===== src/sv/ptbl_pkg.sv =====
// shared types and constants of the per-client token bucket limiter
// used by ptbl_ctrl, ptbl_dp and the top level; depends on nothing else
package ptbl_pkg;

  localparam int TIME_BITS = 48;
  localparam int SLOT_BITS = 8;
  localparam int LEVEL_BITS = 32;
  localparam int COUNT_BITS = 20;
  localparam int CFG_BITS = 20;

  // fixed point: one token is 60000 units
  localparam logic [LEVEL_BITS-1:0] UNITS_PER_TOKEN = 32'd60000;
  localparam logic [LEVEL_BITS-1:0] FRESH_UNITS = 32'd600000;
  localparam logic [TIME_BITS-1:0] HOUR_MS = 48'd3600000;
  localparam logic [TIME_BITS-1:0] DAY_MS = 48'd86400000;

  // register indexes
  localparam logic [1:0] REG_TOKENS_PER_MINUTE = 2'd0;
  localparam logic [1:0] REG_HOURLY_LIMIT = 2'd1;
  localparam logic [1:0] REG_BURST_CAP = 2'd2;

  localparam logic [15:0] TPM_RESET = 16'd100;
  localparam logic [COUNT_BITS-1:0] HLIM_RESET = 20'd1000;
  localparam logic [LEVEL_BITS-1:0] CAP_RESET = 32'd1200000;

  // verdict codes
  localparam logic [1:0] VERDICT_GRANT = 2'd0;
  localparam logic [1:0] VERDICT_HOURLY = 2'd1;
  localparam logic [1:0] VERDICT_TOKENS = 2'd2;

  typedef struct packed {
    logic [SLOT_BITS-1:0] client_slot;
    logic [TIME_BITS-1:0] now_ms;
  } ptbl_in_t;

  typedef struct packed {
    logic       granted;
    logic [1:0] verdict;
  } ptbl_out_t;

  typedef struct packed {
    logic                  valid;
    logic [LEVEL_BITS-1:0] level;
    logic [TIME_BITS-1:0]  last_ms;
    logic [TIME_BITS-1:0]  wstart_ms;
    logic [COUNT_BITS-1:0] count;
  } ptbl_entry_t;

  typedef struct packed {
    logic clear;
    logic load;
    logic eval;
    logic mul;
    logic commit;
  } ptbl_cmd_t;

  typedef struct packed {
    logic clear_last;
  } ptbl_sts_t;

endpackage


===== src/sv/ptbl_ctrl.sv =====
// sequencer of the token bucket limiter: clearing pass, accept, evaluate, multiply, decide
// depends on ptbl_pkg
module ptbl_ctrl (
  input  logic                clk,
  input  logic                rst,
  input  logic                in_valid,
  output logic                in_ready,
  output logic                out_valid,
  input  logic                out_ready,
  input  ptbl_pkg::ptbl_sts_t sts,
  output ptbl_pkg::ptbl_cmd_t cmd
);
  import ptbl_pkg::*;

  typedef enum logic [4:0] {
    S_CLEAR  = 5'b00001,
    S_IDLE   = 5'b00010,
    S_EVAL   = 5'b00100,
    S_MUL    = 5'b01000,
    S_DECIDE = 5'b10000
  } state_t;

  state_t state, state_next;

  always_comb begin
    state_next = state;
    cmd = '0;
    in_ready = 1'b0;
    unique case (state)
      S_CLEAR: begin
        cmd.clear = 1'b1;
        if (sts.clear_last) state_next = S_IDLE;
      end
      S_IDLE: begin
        in_ready = 1'b1;
        if (in_valid) begin
          cmd.load = 1'b1;
          state_next = S_EVAL;
        end
      end
      S_EVAL: begin
        cmd.eval = 1'b1;
        state_next = S_MUL;
      end
      S_MUL: begin
        cmd.mul = 1'b1;
        state_next = S_DECIDE;
      end
      S_DECIDE: begin
        // wait for the result register to free up
        if (!out_valid || out_ready) begin
          cmd.commit = 1'b1;
          state_next = S_IDLE;
        end
      end
      default: state_next = S_CLEAR;
    endcase
  end

  always_ff @(posedge clk) begin
    if (rst) begin
      state <= S_CLEAR;
      out_valid <= 1'b0;
    end else begin
      state <= state_next;
      if (cmd.commit) out_valid <= 1'b1;
      else if (out_ready) out_valid <= 1'b0;
    end
  end

endmodule


===== config.mk =====
export PLATFORM = sky130hd
export DESIGN_NAME = ptbl_ctrl
export DESIGN_NICKNAME = d
export VERILOG_FILES = /design/src/sv/ptbl_pkg.sv /design/src/sv/ptbl_ctrl.sv
export SDC_FILE = /design/constraint.sdc
export NUM_CORES = 1
export LEC_CHECK = 0
export ABC_CLOCK_PERIOD_IN_PS = 3600
export BUFFER_PORTS_ARGS = -buffer_cell sky130_fd_sc_hd__buf_2
export CAP_MARGIN = 20
export CORE_AREA = 4 4 41 43
export DETAILED_ROUTE_END_ITERATION = 16
export DIE_AREA = 0 0 45 47
export SLEW_MARGIN = 20
export SYNTH_ARGS = -nofsm -noshare
export SYNTH_HDL_FRONTEND = slang
export SYNTH_SLANG_ARGS = --single-unit

===== constraint.sdc =====
create_clock -name clk -period 3.6 [get_ports clk]
set_clock_uncertainty 0.2 [all_clocks]
set_input_delay 0.36 -clock clk [delete_from_list [all_inputs] [get_ports clk]]
set_output_delay 0.36 -clock clk [all_outputs]
set_load 0.005 [all_outputs]

==> results of run 1 <==
==> power breakdown <==
part	switching [mW]	internal (mW)	total, mW
logic	0.0169	0.0219	0.0388
registers	0.00762	0.0715	0.0791
clock network	0.0194	0.0374	0.0568
==> layer usage <==
layer / up-vias / wire length (µm) / global-route usage (%)
met1: 134 / 339 / 9.40
li1: 162 / - / -
met2: 5 / 337 / 10.5
met5: - / 0 / 0
met3: 2 / 50 / 3.83
met4: 0 / 11 / 6.43
==> worst max-delay path: cells and delay by family, from the launching register on <==
kind / cells / cell delay, ns
AND/OR/NAND/NOR: 3 / 0.86
flip-flops: 1 / 0.35
buffers and inverters: 1 / 0.10
==> area by class of cell <==
| type | count | area [µm²] |
|---|---|---|
| clock buffer | 3 | 22.5 |
| fill | 152 | 870 |
| inverter | 1 | 3.75 |
| multi-input combinational | 29 | 211 |
| sequential | 6 | 120 |
| tap | 15 | 18.8 |
| timing repair buffer | 11 | 55.1 |
==> sequential cells by signal (all words and copies together), names as in the netlist <==
name	flops
state	5
out_valid	1
==> metrics by stage <==
step / power, mW / utilization [%] / cell area [µm²]
3_5_place_dp: 0.120 / 31.4 / 409
3_3_place_gp: 0.119 / 31.4 / 409
2_1_floorplan: 0.107 / - / 343
6_report: 0.175 / 33.2 / 432
4_1_cts: 0.179 / 33.2 / 432
5_1_grt: 0.186 / 33.2 / 432
==> how the worst max path moves through the flow <==
stage	slack, ns	start	end
2_1_floorplan	1.86	state[4]	cmd[3]
3_3_place_gp	1.78	state[1]	cmd[0]
3_5_place_dp	1.76	state[4]	cmd[3]
4_1_cts	1.50	state[4]	cmd[3]
5_1_grt	1.43	state[4]	cmd[3]
6_report	1.50	state[4]	cmd[3]
==> cells in the mapped netlist, drive strengths merged <==
master	instances	share of area [%]
dfxtp	6	35
nand2b	3	5.5
o2111a	2	6.6
or3	3	6.9
o31ai	1	2.2
buf	1	2.2
nor3b	2	7.3
a41oi	1	2.6
and2	1	1.8
o22ai	1	1.8
nor2	4	4.4
nor3	1	1.5
nor2b	2	3.6
o21a	1	2.2
or2	1	2.6
or4b	1	2.9
a21oi	1	1.5
xnor2	2	5.1
and3	1	1.8
o21ai	1	1.5
inv	1	1.1
==> logic make-up (layout without fill, tap and decap cells) <==
| kind of cell | count (synthesis) | count (layout) |
|---|---|---|
| DFF | 6 | 6 |
| xor gates and xnor gates | 2 | 2 |
| AOI/OAI and AO/OA | 8 | 8 |
| and+or+nand+nor | 19 | 19 |
| buffers and inverters | 2 | 15 |
==> impl_metrics.ini, run 1 <==
[run_status]
outcome = finished clean

[setup_path]
timing.setup.critical_path_class = reg -> out
kind_of_start_point_of_the_critical_path = register
reg2regPathDepth = 3
worst_r2r_startpoint = state[1]
crit_chain = or3_1 -> nor3b_2 -> and2_1 -> buf_2
cp_data_arrival_time_ns = 1.54
required_time_of_the_critical_path_ns = 3.04
critPathCaptureType = output port
crit_path_max_incr_delay_ns = 0.44
largest_driver_fanout_on_the_critical_path = 7
regToRegSetupSlack_ns = 2.00
crit-reg2reg-capture = state[1]
critPathSlowestCell = or3_1

[die]
io_pins = 12
die_w_um = 45
std_cell_rows = 13
floorplan.core_area_mm2 = 0.00130
effective_utilization_at_floorplan_pct = 26.3
full_die_area_mm2 = 0.00212
die_height_um = 47

[clocking]
cts_root_buf = clkbuf_4
post_cts.repair.setup_buffers = 0
ctsHtreeMaxLevel = 1
cts.sinks = 6
ctsResizeCount = 0
tritoncts = yes
clkLatencyLatePin_ns = 0.23
cts_hold_buffers = 0
cts_made_buffers = 3
clock_tree.buffer_depth = 2
clk_pin_slew_ns = 0.04

[pwr]
p_leak_nw = 0.174
power_per_cell_area_mw_per_mm2 = 405
worst_ir_drop_vdd_mv = 0.205

[sta]
period_minus_slack_ns = 2.10
setup_viol = 0
timing.final.max_slew_violations = 0
post-route-worst-setup-slack_ns = 1.50
timing.max_slew.rel_slack_pct = 79.5
fin_setup_tns_ns = 0
worst_slew_pin_tran_ns = 0.304
report.final.hold_viol_count = 0
post-route-period-util_pct = 58.3
achievable-frequency_ghz = 0.477
grt_setup_unrepaired = no
hold_ws_ns = 0.146

[logic_synthesis]
synth_simple_gate_area_share_pct = 38.3
area_share_of_xor_xnor_cells_in_the_synthesized_design_pct = 5.11
post_synth_mux_area_share_pct = 0
ys.warnings.count = 0
synth_nets = 42
synth.ff_latch_count = 6
number_of_distinct_library_cells_after_synthesis = 22
synth.cell_area_um2 = 343
compound_gate_fraction_of_synth_area_pct = 18.2
synth_top_family_by_area = simple AND/OR/NAND/NOR gates
synth_area_per_inst_um2 = 9.27
ys_seq_area_share_pct = 35.0
synthCells = 37
adder_cell_area_share_of_the_yosys_netlist_pct = 0

[global_route]
grt_pass1_wl_um = 1170
grt_remaining_overflow = 0
first_global_vias = 281
global_route.usage.total_pct = 7.84
grt_antenna_before_repair = 0
largest_net_degree_at_the_start_of_global_routing = 8

[route]
wl_per_cell_um = 11.4
initialDrtViolationCount = 1
vias = 303
remaining_drc_errors = 0
detail_route.wirelength_um = 739
postRouteAntennaNets = 0
drt-pass1-iter-count = 4
detail_route.vias_per_cell = 4.66

[cells_and_area]
layoutNonFillerInstCount = 65
antenna_cells = 0
nNetsFinal = 57
syn_to_final_growth_pct = 25.9
mostFrequentLayoutCell = buf_2
share_of_cells_above_drive_strength_1_pct = 36.0
mostFrequentLayoutCells = buf_2, dfxtp_1, nor2_1, nand2b_1, clkbuf_4

[hold_path]
min-delay-path-class = in -> reg
hp-start = rst
worst_hold_path.num_cells = 2
hold-path-endpoint = out_valid

[placed_design]
port_buf_inserts = 11
dp_worst_setup_slack_ns = 1.76
globalplace.congestion = 0.829
numPlacedInstances = 62

[run]
max_cap_viol_count = 0
No activity file was read; power rests on OpenSTA's default activity.
==> inputs of run 2 (changes only) <==
Settings changed: ABC_CLOCK_PERIOD_IN_PS 3600 to 1750.
Clock period 3.6 ns to 1.75 ns, I/O delays scaled along.
==> impl_metrics.ini, run 2 (synthesis gave the netlist of run 1 again) <==
[global_route]
grt_pass1_wl_um = 1420
largest_net_degree_at_the_start_of_global_routing = 8
global_route.usage.total_pct = 9.34
first_global_vias = 344
grt_remaining_overflow = 0
grt_antenna_before_repair = 0

[hold_path]
worst_hold_path.num_cells = 2
hp-start = in_valid
hold-path-endpoint = state[2]
min-delay-path-class = in -> reg

[route]
remaining_drc_errors = 0
wl_per_cell_um = 11.2
drt-pass1-iter-count = 4
initialDrtViolationCount = 3
detail_route.vias_per_cell = 4.55
postRouteAntennaNets = 0
vias = 341
detail_route.wirelength_um = 839

[pwr]
p_leak_nw = 0.227
total_switching_power_mw = 0.104
internal_power_mw = 0.302
comb_power_share_pct = 31.5
power.share.sequential_pct = 38.6
worst_ir_drop_vdd_mv = 0.357
share_clk_of_total_power_pct = 29.9
p_sw_share_pct = 25.6
power_per_cell_area_mw_per_mm2 = 763

[sta]
report.final.hold_viol_count = 0
period_minus_slack_ns = 1.79
achievable-frequency_ghz = 0.559
setup_viol = 3
post-route-worst-setup-slack_ns = -0.0394
grt_setup_unrepaired = yes
timing.final.max_slew_violations = 0
post-route-period-util_pct = 102
timing.max_slew.rel_slack_pct = 78.2
worst_slew_pin_tran_ns = 0.323
fin_setup_tns_ns = -0.0494

[run_status]
outcome = complete, but fails checks
failed_checks = setup timing

[placed_design]
dp_worst_setup_slack_ns = 0.120
hpwl_um = 657
port_buf_inserts = 11
globalplace.congestion = 0.794
placed_cell_area_um2 = 447

[die]
floorplan.core_area_mm2 = 0.00130
std_cell_rows = 13
die_height_um = 47
die_w_um = 45
effective_utilization_at_floorplan_pct = 26.3
io_pins = 12
full_die_area_mm2 = 0.00212

[setup_path]
regToRegSetupSlack_ns = 0.12
timing.setup.critical_path_class = reg -> out
critPathCaptureType = output port
reg2regPathDepth = 4
crit_path_max_incr_delay_ns = 0.40
crit-reg2reg-capture = state[1]
kind_of_start_point_of_the_critical_path = register
worst_r2r_startpoint = state[1]
largest_driver_fanout_on_the_critical_path = 3
cp_data_arrival_time_ns = 1.41
required_time_of_the_critical_path_ns = 1.37
critPathSlowestCell = or3_4
crit_chain = or3_4 -> nor3b_4 -> and2_1 -> buf_2

[cells_and_area]
largest_register_ffs = 5
mostFrequentLayoutCells = buf_2, buf_4, nor2_1, dfxtp_1
syn_to_final_growth_pct = 55.1
largest-register = state
mostFrequentLayoutCell = buf_2
fin_area_um2 = 532
share_of_cells_above_drive_strength_1_pct = 50.0
nNetsFinal = 67
antenna_cells = 0
biggestRegsByFlops = state (5), out_valid (1)

[run]
max_cap_viol_count = 0

[clocking]
clkLatencyLatePin_ns = 0.24
clock_tree.buffer_depth = 2
cts.sinks = 6
cts_root_buf = clkbuf_4
tritoncts = yes
cts_made_buffers = 3
ctsHtreeMaxLevel = 1
clk_pin_slew_ns = 0.04
run 2: worst max path at each step:
stage                  start     end  slack (ns)  cells after the start
floorplan           state[4]  cmd[3]        0.20                      3
global placement    state[1]  cmd[0]        0.15                      4
detailed placement  state[1]  cmd[0]        0.12                      4
CTS                 state[4]  cmd[3]       -0.06                      4
global route        state[4]  cmd[3]       -0.10                      4
finish              state[4]  cmd[3]       -0.04                      4
run 2: layout make-up:
cell class                      count  area [µm²]
Fill cell                         139         769
Multi-Input combinational cell     29         223
Timing Repair Buffer               21         139
Sequential cell                     6         125
Clock buffer                        3        22.5
Tap cell                           15        18.8
Inverter                            1        3.75
run 2: layer usage:
metal | vias to the layer above | part of all wire [%] | track usage, %
met5 | - | 0 | 0
met4 | 0 | 0 | 7.02
met3 | 0 | 3.7 | 1.53
met2 | 5 | 49 | 13.0
met1 | 155 | 47 | 12.8
li1 | 181 | - | -
run 2: timing repair:
| action | CTS | global route |
|---|---|---|
| endpoints found under the setup margin | 2 | 4 |
| resized for setup | 4 | 2 |
| hold buffers | 1 | 0 |
| hold endpoints to repair | 3 | 0 |
| setup buffers | 3 | 1 |
| pin swaps | 3 | 1 |
run 2: worst max-delay path, delay by kind of cell (launching register included):
family        cells  cell delay [ns]
simple gates      3             0.75
flops             1             0.32
buf+inv           1             0.11
run 2: power groups by stage:
stage	clock network (mW)	registers [mW]	logic (mW)
2_1_floorplan	0	0.162	0.0571
3_3_place_gp	0	0.160	0.0971
3_5_place_dp	0	0.160	0.0963
4_1_cts	0.129	0.161	0.115
5_1_grt	0.131	0.158	0.143
6_report	0.121	0.157	0.128
run 2: through the flow:
| stage | util, % | power, mW | hold WS, ns | instances |
|---|---|---|---|---|
| 6_report | 40.9 | 0.406 | 0.0116 | 75 |
| 5_1_grt | 40.9 | 0.432 | 0.0156 | 75 |
| 4_1_cts | 39.7 | 0.404 | 0.00370 | 74 |
| 3_5_place_dp | 34.3 | 0.256 | 0.202 | 67 |
| 3_3_place_gp | 34.3 | 0.257 | 0.208 | 67 |
| 2_1_floorplan | - | 0.219 | 0.0441 | 37 |
